--- src/design/bpfp_pkg.sv ---
// Package for the breakpoint packet field parser.
// Holds the parse phase type, the result payload type, the character
// constants and the hex decode function. No dependencies.
package bpfp_pkg;

  localparam int unsigned MAX_DIGITS = 8;
  localparam int unsigned COUNT_W    = $clog2(MAX_DIGITS + 1);
  localparam int unsigned ACC_W      = 32;
  localparam int unsigned LEN_W      = 31;

  localparam logic [7:0] CH_COMMA = 8'h2C;
  localparam logic [7:0] CH_0     = 8'h30;
  localparam logic [7:0] CH_9     = 8'h39;
  localparam logic [7:0] CH_LA    = 8'h61;
  localparam logic [7:0] CH_LF    = 8'h66;
  localparam logic [7:0] CH_UA    = 8'h41;
  localparam logic [7:0] CH_UF    = 8'h46;

  typedef enum logic [2:0] {
    PH_IDLE,
    PH_TYPE,
    PH_COMMA,
    PH_ADDR,
    PH_LEN
  } phase_t;

  typedef struct packed {
    logic              ok;
    logic [3:0]        bp_type;
    logic [ACC_W-1:0]  address;
    logic [LEN_W-1:0]  length;
  } result_t;

  typedef struct packed {
    logic       is_hex;
    logic [3:0] nib;
  } hex_t;

  function automatic hex_t hex_decode(input logic [7:0] c);
    hex_t h;
    h.is_hex = 1'b1;
    h.nib    = 4'h0;
    if (c >= CH_0 && c <= CH_9) begin
      h.nib = 4'(c - CH_0);
    end else if (c >= CH_LA && c <= CH_LF) begin
      h.nib = 4'(c - CH_LA + 8'd10);
    end else if (c >= CH_UA && c <= CH_UF) begin
      h.nib = 4'(c - CH_UA + 8'd10);
    end else begin
      h.is_hex = 1'b0;
    end
    return h;
  endfunction

endpackage

--- src/design/bpfp_if.sv ---
// Valid/ready channel interfaces for the breakpoint packet field parser.
// Depends on bpfp_pkg for field widths.
interface bpfp_char_if;
  logic       valid;
  logic       ready;
  logic [7:0] ch;
  logic       first;

  modport source (output valid, output ch, output first, input ready);
  modport sink (input valid, input ch, input first, output ready);
endinterface

interface bpfp_result_if;
  import bpfp_pkg::*;
  logic             valid;
  logic             ready;
  logic             ok;
  logic [3:0]       bp_type;
  logic [ACC_W-1:0] address;
  logic [LEN_W-1:0] length;

  modport source (output valid, output ok, output bp_type, output address,
                  output length, input ready);
  modport sink (input valid, input ok, input bp_type, input address,
                input length, output ready);
endinterface

--- src/design/breakpoint_packet_field_parser.sv ---
// Breakpoint packet field parser top level.
// Depends on bpfp_pkg and the channel interfaces in bpfp_if.sv.
//
//   channel  direction  payload
//   item     in         ch[7:0], first
//   result   out        ok, bp_type[3:0], address[31:0], length[30:0]
//
// One character is taken per cycle unless item stalls; its result, if any,
// is registered in the result register, or in the skid register while the
// output is stalled. The parse state is registered from each accepted
// character. Item stalls only when both result registers are full.
// Reset is synchronous and returns the parser to idle with no result pending.
module breakpoint_packet_field_parser
  import bpfp_pkg::*;
(
  input  logic         clk,
  input  logic         rst,
  bpfp_char_if.sink    item,
  bpfp_result_if.source result
);

  phase_t             phase, phase_next;
  logic [COUNT_W-1:0] digit_count, digit_count_next;
  logic [ACC_W-1:0]   accumulator, accumulator_next;
  logic [3:0]         held_type, held_type_next;
  logic [ACC_W-1:0]   held_address, held_address_next;

  result_t out_reg, skid_reg, res_new;
  logic    out_valid, skid_valid, res_fire;
  logic    take, pop;
  hex_t    hx;

  assign item.ready = !skid_valid;
  assign take       = item.valid && item.ready;
  assign pop        = out_valid && result.ready;
  assign hx         = hex_decode(item.ch);

  always_comb begin
    phase_next        = phase;
    digit_count_next  = digit_count;
    accumulator_next  = accumulator;
    held_type_next    = held_type;
    held_address_next = held_address;
    res_fire          = 1'b0;
    res_new           = '0;
    if (item.first) begin
      phase_next        = PH_TYPE;
      digit_count_next  = '0;
      accumulator_next  = '0;
      held_type_next    = 4'h0;
      held_address_next = '0;
    end else begin
      case (phase)
        PH_TYPE: begin
          if (hx.is_hex) begin
            held_type_next = hx.nib;
            phase_next     = PH_COMMA;
          end else begin
            res_fire = 1'b1;
          end
        end
        PH_COMMA: begin
          if (item.ch == CH_COMMA) begin
            digit_count_next = '0;
            accumulator_next = '0;
            phase_next       = PH_ADDR;
          end else begin
            res_fire = 1'b1;
          end
        end
        PH_ADDR, PH_LEN: begin
          if (hx.is_hex) begin
            if (digit_count >= COUNT_W'(MAX_DIGITS)) begin
              res_fire = 1'b1;
            end else begin
              accumulator_next = {accumulator[ACC_W-5:0], hx.nib};
              digit_count_next = digit_count + 1'b1;
            end
          end else if (digit_count == '0) begin
            res_fire = 1'b1;
          end else if (phase == PH_ADDR) begin
            if (item.ch == CH_COMMA) begin
              held_address_next = accumulator;
              digit_count_next  = '0;
              accumulator_next  = '0;
              phase_next        = PH_LEN;
            end else begin
              res_fire = 1'b1;
            end
          end else begin
            res_fire = 1'b1;
            // Length must be nonzero and fit in 31 bits.
            if (accumulator != '0 && !accumulator[ACC_W-1]) begin
              res_new.ok      = 1'b1;
              res_new.bp_type = held_type;
              res_new.address = held_address;
              res_new.length  = accumulator[LEN_W-1:0];
            end
          end
        end
        default: begin
          phase_next = PH_IDLE;
        end
      endcase
      if (res_fire) begin
        phase_next       = PH_IDLE;
        digit_count_next = '0;
        accumulator_next = '0;
      end
    end
  end

  always_ff @(posedge clk) begin
    if (rst) begin
      phase        <= PH_IDLE;
      digit_count  <= '0;
      accumulator  <= '0;
      held_type    <= 4'h0;
      held_address <= '0;
    end else if (take) begin
      phase        <= phase_next;
      digit_count  <= digit_count_next;
      accumulator  <= accumulator_next;
      held_type    <= held_type_next;
      held_address <= held_address_next;
    end
  end

  always_ff @(posedge clk) begin
    if (rst) begin
      out_valid  <= 1'b0;
      skid_valid <= 1'b0;
    end else begin
      if (skid_valid) begin
        if (pop) begin
          out_reg    <= skid_reg;
          skid_valid <= 1'b0;
        end
      end else if (take && res_fire) begin
        if (!out_valid || pop) begin
          out_reg   <= res_new;
          out_valid <= 1'b1;
        end else begin
          skid_reg   <= res_new;
          skid_valid <= 1'b1;
        end
      end else if (pop) begin
        out_valid <= 1'b0;
      end
    end
  end

  assign result.valid   = out_valid;
  assign result.ok      = out_reg.ok;
  assign result.bp_type = out_reg.bp_type;
  assign result.address = out_reg.address;
  assign result.length  = out_reg.length;

endmodule
--- src/flat_wrapper.sv ---
// flat-port wrapper written by rule: the top's interface ports become plain ports
module breakpoint_packet_field_parser_flat import bpfp_pkg::*;
  (clk, rst, item_valid, item_ch, item_first, item_ready, result_valid, result_ok, result_bp_type, result_address, result_length, result_ready);
  bpfp_char_if item_i ();
  bpfp_result_if result_i ();
  input  logic clk;
  input  logic rst;
  input wire logic [$bits(item_i.valid)-1:0] item_valid;
  input wire logic [$bits(item_i.ch)-1:0] item_ch;
  input wire logic [$bits(item_i.first)-1:0] item_first;
  output wire logic [$bits(item_i.ready)-1:0] item_ready;
  output wire logic [$bits(result_i.valid)-1:0] result_valid;
  output wire logic [$bits(result_i.ok)-1:0] result_ok;
  output wire logic [$bits(result_i.bp_type)-1:0] result_bp_type;
  output wire logic [$bits(result_i.address)-1:0] result_address;
  output wire logic [$bits(result_i.length)-1:0] result_length;
  input wire logic [$bits(result_i.ready)-1:0] result_ready;
  assign item_i.valid = item_valid;
  assign item_i.ch = item_ch;
  assign item_i.first = item_first;
  assign item_ready = item_i.ready;
  assign result_valid = result_i.valid;
  assign result_ok = result_i.ok;
  assign result_bp_type = result_i.bp_type;
  assign result_address = result_i.address;
  assign result_length = result_i.length;
  assign result_i.ready = result_ready;
  breakpoint_packet_field_parser u_core (.clk(clk), .rst(rst), .item(item_i), .result(result_i));
endmodule
--- config.mk ---
export PLATFORM = sky130hd
export DESIGN_NAME = breakpoint_packet_field_parser_flat
export DESIGN_NICKNAME = d
export VERILOG_FILES = /design/src/design/bpfp_pkg.sv /design/src/design/bpfp_if.sv /design/src/design/breakpoint_packet_field_parser.sv /design/src/flat_wrapper.sv
export SDC_FILE = /design/constraint.sdc
export NUM_CORES = 1
export LEC_CHECK = 0
export BUFFER_PORTS_ARGS = -buffer_cell sky130_fd_sc_hd__buf_4
export CELL_PAD_IN_SITES_DETAIL_PLACEMENT = 0
export CELL_PAD_IN_SITES_GLOBAL_PLACEMENT = 1
export CORE_ASPECT_RATIO = 0.5
export CORE_MARGIN = 1.5
export CORE_UTILIZATION = 50
export DETAILED_ROUTE_END_ITERATION = 16
export PLACE_DENSITY_LB_ADDON = 0.1
export SKIP_LAST_GASP = 1
export SLEW_MARGIN = 20
export SYNTH_ARGS = -nofsm -noshare
export SYNTH_HDL_FRONTEND = slang
export SYNTH_SLANG_ARGS = --single-unit
--- constraint.sdc ---
create_clock -name clk -period 14.3 [get_ports clk]
set_clock_uncertainty 0.05 [all_clocks]
set_input_delay 2.145 -clock clk [delete_from_list [all_inputs] [get_ports clk]]
set_output_delay 2.145 -clock clk [all_outputs]
set_load 0.005 [all_outputs]
==> results of run 1 <==
-- worst max-delay path, cell delays in order --
cell	delay, ns
buf_4	0.11
inv_1	0.07
ha_1	0.26
nand4_1	0.32
o21ai_1	0.15
a31oi_1	0.15
o21ai_0	0.30
o21ai_4	0.70
buf_4	0.63
-- how the worst min path moves through the flow --
stage | endpoint | depth (start not counted) | start
final | u_core.held_type[0]$_SDFFE_PP0P_ | 2 | u_core.held_type[0]$_SDFFE_PP0P_
after global routing | u_core.held_type[0]$_SDFFE_PP0P_ | 2 | u_core.held_type[0]$_SDFFE_PP0P_
after CTS | u_core.held_type[0]$_SDFFE_PP0P_ | 2 | u_core.held_type[0]$_SDFFE_PP0P_
after detailed placement | u_core.held_type[0]$_SDFFE_PP0P_ | 2 | u_core.held_type[0]$_SDFFE_PP0P_
after global placement | u_core.held_address[22]$_SDFFE_PP0P_ | 2 | u_core.held_address[22]$_SDFFE_PP0P_
after floorplan | u_core.digit_count[3]$_SDFFE_PP0P_ | 2 | u_core.digit_count[3]$_SDFFE_PP0P_
-- power groups by stage --
stage	sequential, mW	combinational [mW]	clock (mW)
after floorplan	0.662	0.0204	0
after global placement	0.662	0.0306	0
after detailed placement	0.662	0.0310	0
after CTS	0.648	0.0311	0.515
after global routing	0.648	0.0336	0.544
final	0.649	0.0308	0.503
-- logic make-up after synthesis --
| group | share of synthesized area (%) |
|---|---|
| multiplexers | 12.40 |
| AO/OA/AOI/OAI | 7.268 |
| flip-flops | 63.69 |
| AND/OR/NAND/NOR | 13.51 |
| adder cells (fa/ha/maj) | 0.8500 |
| buffers and inverters | 2.281 |
-- cell usage after synthesis (7+ instances only) --
| cell type | instances | share of area (%) |
|---|---|---|
| a21oi_1 | 11 | 0.62 |
| a22o_1 | 29 | 2.9 |
| and2_1 | 58 | 4.1 |
| and2_4 | 10 | 0.99 |
| buf_2 | 8 | 0.45 |
| clkbuf_1 | 24 | 1.0 |
| dfxtp_1 | 77 | 17 |
| edfxtp_1 | 136 | 46 |
| inv_1 | 7 | 0.30 |
| mux2_2 | 67 | 8.5 |
| mux2i_1 | 34 | 3.9 |
| nand2_1 | 17 | 0.72 |
| nand3_1 | 7 | 0.40 |
| nor2_1 | 43 | 1.8 |
| nor2b_1 | 35 | 2.5 |
| nor4_1 | 9 | 0.64 |
| o21ai_0 | 9 | 0.51 |
-- layout make-up --
| type | instances | area (sq um) | share of cell area, % |
|---|---|---|---|
| Sequential cell | 213 | 5625 | 54.78 |
| Timing Repair Buffer | 89 | 668.1 | 6.506 |
| Tap cell | 234 | 292.8 | 2.851 |
| Clock buffer | 32 | 596.8 | 5.811 |
| Multi-Input combinational cell | 392 | 3034 | 29.54 |
| Inverter | 8 | 30.03 | 0.2924 |
| Clock inverter | 4 | 22.52 | 0.2193 |
-- metal layers --
layer | GRT usage (%) | vias up
met5 | 0 | -
met3 | 3.701 | 18
met2 | 27.76 | 95
met4 | 3.271 | 0
li1 | - | 2537
met1 | 28.61 | 2559
==> results.tsv, run 1 <==
stage	metric	value	unit
clock_tree	CTS buffer count	20	
synthesis	synthesized instance count	650	
timing	unrepaired setup endpoints after global routing	no	
setup_path	Data arrival, critical path	4.89	ns
global_routing	first-pass GRT wire length	27670	microns
place	Placed Cells incl. Taps	936	
detailed_routing	DRT met1 WL	8730	microns
place	pre-CTS WS	8.933	ns
pwr	power after layout	1.182	mW
setup_path	Worst R2R Start	u_core.digit_count[0]$_SDFFE_PP0P_	
timing	worst setup margin	9.477	ns
clock_tree	Sink Count	213	
layout	Layout Cells excl Fill	972	
synthesis	ys async rst share	0	%
place	GP Congestion	0.8252	
detailed_routing	top sig layer	met4	
pwr	Sequential Power Share	54.9	%
timing	WHS	0.4261	ns
global_routing	vias in the first global route	5170	
clock_tree	Post-CTS Hold Fix Bufs	0	
layout	commonest non-fill, non-tap cell in the layout	edfxtp_1	
clock_tree	post_cts resized	0	
global_routing	largest net degree at the start of global routing	70	
synthesis	post-synthesis sequential area ratio	63.69	%
die	Row Count	34	
layout	FILL cells	1389	
detailed_routing	aggregate routed wire length	17070	microns
die	Die Y	96.98	microns
pwr	pwr dens	115.1	nW/um^2
timing	Hold Vio Cnt, Final	0	
detailed_routing	Post-route DRC	0	
hold_path	worst hold path class	register to register	
synthesis	Post-Syn Nets	669	
run	Max Cap Viol	0	
detailed_routing	routed wl met2	7474	microns
layout	final non-filler cell area	10270	sq um
clock_tree	postcts setup bufs	0	
setup_path	RR Endpoint	u_core.result.length[26]$_DFFE_PP_	
timing	Setup violations, final	0	
global_routing	global-route usage over all layers	18.71	%
die	core area	17310	sq um
detailed_routing	total number of vias	5209	
layout	layout cells sized above 1	28.73	%
clock_tree	depth of the CTS H-tree	1	
clock_tree	buffer depth of the longest clock path	3	
synthesis	EDFF count, synth	136	
clock_tree	Clk Latency, worst-skew pair	0.49	ns
timing	Slew Limit Fails	0	
detailed_routing	post-DR wirelength/cell	17.56	microns
detailed_routing	Met3 Wirelength	676	microns
layout	Largest register FFs	68	
clock_tree	clk root buf	clkbuf_16	
global_routing	GRT overflow	0	
die	Top-Level Pins	83	
pwr	Cell Int Power	0.9440	mW
timing	Final Cycle Share	33.73	%
pwr	LEAKAGE	3.902	nW
pwr	clock share of power	42.5	%
synthesis	Cell Area, Synth	8832	sq um
layout	Ant. Diodes	0	
timing	Worst Max-Slew Pin Slew	0.7571	ns
layout	commonest cells after routing, fill and taps aside	edfxtp_1 (136), buf_4 (89), dfxtp_1 (77)	
setup_path	startpoint types	primary input	
global_routing	initial antenna violation count	0	
layout	Final Util	59.31	%
pwr	switch share	20.16	%
synthesis	flops & latches, synth	213	
place	DP HPWL	10580	microns
setup_path	r2r setup slk	10.79	ns
status	status	finished, final reports clean	
timing	Tmin final	4.823	ns
place	IO buf count	82	
setup_path	WS Path Type	primary input to register	
pwr	Psw	0.2384	mW
detailed_routing	DR iter-0 viols	264	
pwr	Combinational Power Share	2.6	%
setup_path	crit path from	item_ch[0]	
die	die area	18520	sq um
detailed_routing	Pre-Repair DR Iteration Count	6	
timing	setup TNS	0	ns
die	Die Span X	191.0	microns
place	placed instance area	9647	sq um
die	initial core utilization	51.01	%
setup_path	CP max FO	47	
setup_path	required time of the critical path	14.37	ns
synthesis	mean area per synthesized cell	13.59	sq um
clock_tree	CTS tree	done	
clock_tree	Clock transition at path regs	0.06	ns
timing	max_slew headroom	49.00	%
setup_path	Critical Path End	u_core.result.length[26]$_DFFE_PP_	
detailed_routing	vias per cell	5.359	
synthesis	Ys Warns	0	
setup_path	cells on worst reg2reg path	9	
layout	final net count	743	
layout	Area Overhead vs Synth	16.28	%
synthesis	post-synth cell types	56	
synthesis	most common flop cell mapped by yosys	edfxtp_1	
timing	Max Fclk	0.2073	GHz
detailed_routing	ANT nets after route	0	
pwr	Worst IR Drop VDD	71.69	uV
setup_path	critical path endpoint category	register	
Power figures use the tool's default switching activity.
==> run 2: changes to the inputs <==
Settings changed: ABC_AREA set to 1, CORE_UTILIZATION 50 to 46.
Clock period 14.3 ns to 4.5 ns, I/O delays scaled along.
==> run 2 against run 1 <==
- count of clock-buffer cells in the layout decreased by 2
- wire length increased by 29%
- total power rose to 3.5 times the previous value
- global-route usage increased by 1.9 points
- sequential share of layout area shrank 3.3 points
- non-clock buffer count rose by 7
- critical path type unchanged
- highest routed layer unchanged
==> results.tsv, run 2 <==
stage	metric	value	unit
synthesis	post-synthesis sequential area ratio	59.27	%
global_routing	GRT overflow	0	
layout	Area Overhead vs Synth	15.09	%
clock_tree	clk root buf	clkbuf_16	
setup_path	cells on worst reg2reg path	13	
setup_path	Data arrival, critical path	2.85	ns
timing	Max Fclk	0.3609	GHz
detailed_routing	vias per cell	5.034	
synthesis	EDFF count, synth	136	
layout	final net count	1141	
timing	Hold Vio Cnt, Final	0	
detailed_routing	Pre-Repair DR Iteration Count	5	
synthesis	post-synth cell types	34	
layout	commonest cells after routing, fill and taps aside	nand2_1 (346), nor2_1 (138), edfxtp_1 (136)	
timing	Final Cycle Share	61.58	%
setup_path	RR Endpoint	u_core.skid_reg[1]$_DFFE_PP_	
clock_tree	Sink Count	213	
layout	Largest register FFs	68	
synthesis	flops & latches, synth	213	
global_routing	global-route usage over all layers	20.61	%
status	status	finished, final reports clean	
timing	max_slew headroom	41.52	%
setup_path	startpoint types	primary input	
setup_path	critical path endpoint category	register	
hold_path	worst hold path class	register to register	
synthesis	Cell Area, Synth	9492	sq um
detailed_routing	ANT nets after route	0	
clock_tree	Clk Latency, worst-skew pair	0.51	ns
setup_path	Worst R2R Start	u_core.digit_count[0]$_SDFFE_PP0P_	
setup_path	required time of the critical path	4.58	ns
synthesis	most common flop cell mapped by yosys	edfxtp_1	
place	placed instance area	10310	sq um
timing	Slew Limit Fails	0	
layout	layout cells sized above 1	16.64	%
layout	Layout Cells excl Fill	1402	
detailed_routing	post-DR wirelength/cell	15.68	microns
global_routing	largest net degree at the start of global routing	73	
synthesis	Synth top area share	43.03	%
clock_tree	postcts setup bufs	0	
global_routing	vias in the first global route	6468	
detailed_routing	aggregate routed wire length	21980	microns
pwr	power after layout	4.157	mW
die	Die Y	104.6	microns
place	GP Congestion	0.8265	
timing	Setup violations, final	0	
clock_tree	post_cts resized	0	
layout	Ant. Diodes	0	
layout	FILL cells	1852	
detailed_routing	Post-route DRC	0	
setup_path	WS Path Type	primary input to register	
run	Max Cap Viol	0	
die	core area	19820	sq um
layout	commonest non-fill, non-tap cell in the layout	nand2_1	
die	Die Span X	206.1	microns
synthesis	leading area contributor after synthesis	edfxtp_1	
setup_path	Critical Path End	u_core.skid_reg[1]$_DFFE_PP_	
die	Top-Level Pins	83	
pwr	Worst IR Drop VDD	228.6	uV
synthesis	ranking of synthesized cells by area	edfxtp_1 (43%), dfxtp_1 (16%), nand2_1 (14%), nor2_1 (5.5%), inv_1 (3.6%)	
place	Placed Cells incl. Taps	1366	
setup_path	crit path from	item_ch[0]	
setup_path	CP max FO	39	
die	die area	21560	sq um
synthesis	mean area per synthesized cell	8.954	sq um
timing	WHS	0.4155	ns
layout	final non-filler cell area	10920	sq um
synthesis	ys async rst share	0	%
detailed_routing	DR iter-0 viols	543	
pwr	LEAKAGE	4.345	nW
synthesis	synthesized instance count	1060	
clock_tree	buffer depth of the longest clock path	3	
place	DP HPWL	14290	microns
synthesis	Ys Warns	0	
place	pre-CTS WS	1.236	ns
timing	Tmin final	2.771	ns
clock_tree	Clock transition at path regs	0.06	ns
setup_path	r2r setup slk	1.89	ns
clock_tree	depth of the CTS H-tree	1	
timing	unrepaired setup endpoints after global routing	no	
global_routing	first-pass GRT wire length	35290	microns
clock_tree	Post-CTS Hold Fix Bufs	0	
die	Row Count	36	
synthesis	Commonest cells post-synth	nand2_1 (347), nor2_1 (140), edfxtp_1 (136)	
timing	worst setup margin	1.729	ns
synthesis	most frequent cell after synthesis	nand2_1	
pwr	pwr dens	380.5	nW/um^2
die	initial core utilization	47.89	%
timing	setup TNS	0	ns
place	IO buf count	82	
clock_tree	CTS tree	done	
detailed_routing	total number of vias	7057	
layout	Final Util	55.12	%
timing	Worst Max-Slew Pin Slew	0.8739	ns
global_routing	initial antenna violation count	0	
clock_tree	CTS buffer count	20	
synthesis	Post-Syn Nets	1079	
run 2: layer usage:
layer | wire length (microns) | share of wire [%] | vias to the layer above | GRT usage, %
li1 | - | - | 3579 | -
met1 | 11640 | 53 | 3306 | 33.46
met2 | 8923 | 41 | 152 | 28.69
met3 | 1093 | 5.0 | 20 | 3.182
met4 | 317 | 1.4 | 0 | 3.830
met5 | 0 | 0 | - | 0
run 2: worst max-delay path, stage by stage:
cell     delay [ns]
buf_4          0.10
inv_1          0.09
ha_1           0.27
nor2_1         0.12
nand2_1        0.08
nand3_2        0.15
nand2_4        0.10
nand2_1        0.08
nand3_2        0.11
nand2_2        0.12
nand2_4        0.08
nor2_1         0.14
nand2_1        0.14
nor2_4         0.11
buf_4          0.45
run 2: cell type report:
cell class,instances,area (sq um),area share (%)
flip-flops and latches,213,5627,51.51
multi-input cells,690,3248,29.73
repair buffers,96,720.7,6.597
clock buffers,30,579.3,5.303
inverters,101,379.1,3.470
well taps,266,332.8,3.047
clock inverters,6,37.54,0.3436
run 2: kinds of logic after synthesis:
| kind of cell | share of synthesized area (%) |
|---|---|
| buf+inv | 6.776 |
| flops | 59.27 |
| compound gates | 8.740 |
| fa+ha+maj | 0.7909 |
| simple gates | 24.24 |
| xor+xnor | 0.1846 |
run 2: power breakdown:
group	internal [mW]	switching (mW)	leakage (nW)	total, mW
Sequential	2.12	0.0565	1.89	2.18
Clock	0.894	0.707	0.301	1.60
Combinational	0.126	0.251	2.16	0.377
run 2: worst min path at each step:
stage,slack [ns],cells after the start,start,endpoint
floorplan,0.39,2,u_core.held_address[10]$_SDFFE_PP0P_,u_core.held_address[10]$_SDFFE_PP0P_
global placement,0.40,2,u_core.held_address[9]$_SDFFE_PP0P_,u_core.held_address[9]$_SDFFE_PP0P_
detailed placement,0.41,2,u_core.held_address[11]$_SDFFE_PP0P_,u_core.held_address[11]$_SDFFE_PP0P_
CTS,0.42,2,u_core.held_type[2]$_SDFFE_PP0P_,u_core.held_type[2]$_SDFFE_PP0P_
global route,0.43,2,u_core.held_address[7]$_SDFFE_PP0P_,u_core.held_address[7]$_SDFFE_PP0P_
finish,0.42,2,u_core.held_type[2]$_SDFFE_PP0P_,u_core.held_type[2]$_SDFFE_PP0P_
==> run 3: changes to the inputs <==
Settings changed: CORE_UTILIZATION 46 to 41.
Clock period 4.5 ns to 2.3 ns, I/O delays scaled along.
==> run 3 against run 2 <==
- global-route usage is 1.4 points lower
- sequential share of layout area is 2.9 points lower
- via count is 3.2% higher
- worst setup slack worse by 1.6 ns
- sequential power is 94% higher
- largest cell class unchanged
- hold slack worse by 0.27 ns
- count of clock-buffer cells in the layout is 5 lower
==> results.tsv, run 3 (synthesized netlist as in run 2, its figures left out) <==
stage	metric	value	unit
clock_tree	Clk Latency, worst-skew pair	0.51	ns
hold_path	hold_sp	result_ready	
die	Die Y	110.6	microns
hold_path	worst hold path class	primary input to register	
setup_path	r2r setup slk	0.13	ns
place	GP Congestion	0.8725	
global_routing	largest net degree at the start of global routing	72	
clock_tree	Sink Count	213	
pwr	power after layout	8.383	mW
setup_path	CP max FO	68	
global_routing	first-pass GRT wire length	36950	microns
pwr	Sequential Power Share	50.6	%
detailed_routing	Post-route DRC	0	
layout	commonest non-fill, non-tap cell in the layout	nand2_1	
setup_path	startpoint types	register	
clock_tree	Clock transition at path regs	0.06	ns
clock_tree	CTS tree	done	
run	Max Cap Viol	0	
setup_path	RR Endpoint	u_core.skid_reg[38]$_DFFE_PP_	
setup_path	cells on worst reg2reg path	14	
setup_path	critical path endpoint category	output pin	
global_routing	vias in the first global route	6707	
timing	max_slew headroom	46.80	%
setup_path	Worst R2R Start	u_core.digit_count[1]$_SDFFE_PP0P_	
die	Top-Level Pins	83	
place	IO buf count	82	
setup_path	WS Path Type	register to output pin	
detailed_routing	vias per cell	4.883	
global_routing	initial antenna violation count	0	
layout	Area Overhead vs Synth	21.95	%
detailed_routing	total number of vias	7285	
pwr	Worst IR Drop VDD	373.1	uV
detailed_routing	DR iter-0 viols	631	
layout	commonest cells after routing, fill and taps aside	nand2_1 (345), nor2_1 (137), edfxtp_1 (136)	
die	initial core utilization	41.65	%
pwr	Psw	2.068	mW
place	DP HPWL	15410	microns
timing	Slew Limit Fails	0	
timing	Final Cycle Share	94.46	%
status	status	finished, final reports clean	
clock_tree	Post-CTS Hold Fix Bufs	0	
layout	Final Util	50.79	%
die	Row Count	39	
pwr	Combinational Power Share	10.6	%
hold_path	hold-critical path endpoint	u_core.skid_valid$_SDFF_PP0_	
detailed_routing	aggregate routed wire length	23340	microns
layout	final net count	1190	
pwr	pwr dens	724.2	nW/um^2
timing	Worst Max-Slew Pin Slew	0.7979	ns
timing	unrepaired setup endpoints after global routing	no	
timing	Hold Vio Cnt, Final	0	
layout	Largest register FFs	68	
clock_tree	clk root buf	clkbuf_16	
layout	Ant. Diodes	0	
timing	WHS	0.1435	ns
die	die area	24130	sq um
detailed_routing	ANT nets after route	0	
hold_path	WHS Path Cells	4	
setup_path	Data arrival, critical path	1.78	ns
detailed_routing	post-DR wirelength/cell	15.64	microns
detailed_routing	Pre-Repair DR Iteration Count	5	
timing	Tmin final	2.173	ns
layout	layout cells sized above 1	20.68	%
global_routing	global-route usage over all layers	19.26	%
die	Die Span X	218.2	microns
timing	Setup violations, final	0	
pwr	switch share	24.66	%
clock_tree	buffer depth of the longest clock path	3	
clock_tree	depth of the CTS H-tree	1	
timing	Max Fclk	0.4603	GHz
global_routing	GRT overflow	0	
clock_tree	CTS buffer count	21	
pwr	Cell Int Power	6.315	mW
timing	setup TNS	0	ns
pwr	clock share of power	38.9	%
die	core area	22790	sq um
setup_path	required time of the critical path	1.90	ns
pwr	LEAKAGE	4.660	nW
==> run 3: changes by cell type in the layout (fill, tap and decap cells not counted), moves of 2 or more <==
cell,previous run,this run
clkinv_1,3,5
inv_1,91,89
clkinv_2,2,4
buf_12,0,10
clkbuf_1,7,3
clkbuf_16,21,24
buf_4,96,127
inv_6,0,2
inv_2,10,12
buf_6,0,3
==> run 3: per-stage QoR <==
| step | instances | instance area [sq um] | worst slack, ns |
|---|---|---|---|
| 3_5_place_dp | 1448 | 10810 | -0.05260 |
| 4_1_cts | 1485 | 11450 | 0.08689 |
| 5_1_grt | 1492 | 11570 | 0.01153 |
| 6_report | 1492 | 11570 | 0.1274 |
| 2_1_floorplan | 1060 | 9529 | -0.6966 |
| 3_3_place_gp | 1448 | 10810 | -0.02709 |
==> run 3: layout make-up <==
| type | count | area [sq um] |
|---|---|---|
| Timing Repair Buffer | 144 | 1277 |
| Clock buffer | 25 | 550.5 |
| Inverter | 101 | 379.1 |
| Sequential cell | 213 | 5627 |
| Clock inverter | 12 | 86.33 |
| Fill cell | 2137 | 11210 |
| Tap cell | 307 | 384.1 |
| Multi-Input combinational cell | 690 | 3271 |
==> run 3: power by group through the flow <==
stage	registers (mW)	logic, mW	clock network, mW
2_1_floorplan	4.31	0.547	0
3_3_place_gp	4.32	0.876	0
3_5_place_dp	4.32	0.877	0
4_1_cts	4.24	0.883	3.35
5_1_grt	4.25	0.980	3.51
6_report	4.24	0.885	3.26
==> run 3: critical path: stages (launching register included) <==
cell     delay, ns
dfxtp_2       0.33
inv_2         0.06
buf_4         0.55
buf_4         0.23
==> run 3: worst max path at each step <==
stage                                     to                               start  depth (start not counted)  slack [ns]
2_1_floorplan   u_core.skid_reg[0]$_DFFE_PP_                          item_ch[0]                         13       -0.70
3_3_place_gp   u_core.skid_reg[39]$_DFFE_PP_                          item_ch[0]                         15       -0.03
6_report                          item_ready        u_core.skid_valid$_SDFF_PP0_                          3        0.13
5_1_grt        u_core.skid_reg[36]$_DFFE_PP_  u_core.digit_count[0]$_SDFFE_PP0P_                         14        0.01
3_5_place_dp   u_core.skid_reg[39]$_DFFE_PP_                          item_ch[0]                         15       -0.05
4_1_cts         u_core.skid_reg[3]$_DFFE_PP_  u_core.digit_count[1]$_SDFFE_PP0P_                         13        0.09
==> run 3: routing by layer <==
layer / wire length (microns) / part of all wire, % / global-route usage (%) / up-vias
li1: - / - / - / 3668
met1: 12620 / 54 / 32.02 / 3424
met2: 9286 / 40 / 25.82 / 166
met3: 1150 / 4.9 / 3.278 / 27
met4: 286 / 1.2 / 3.126 / 0
met5: 0 / 0 / 0 / -
==> run 3: repair_timing <==
item / 4_1_cts / 5_1_grt
setup buffers: 0 / 2
resized for setup: 0 / 5
setup endpoints to repair: 0 / 37
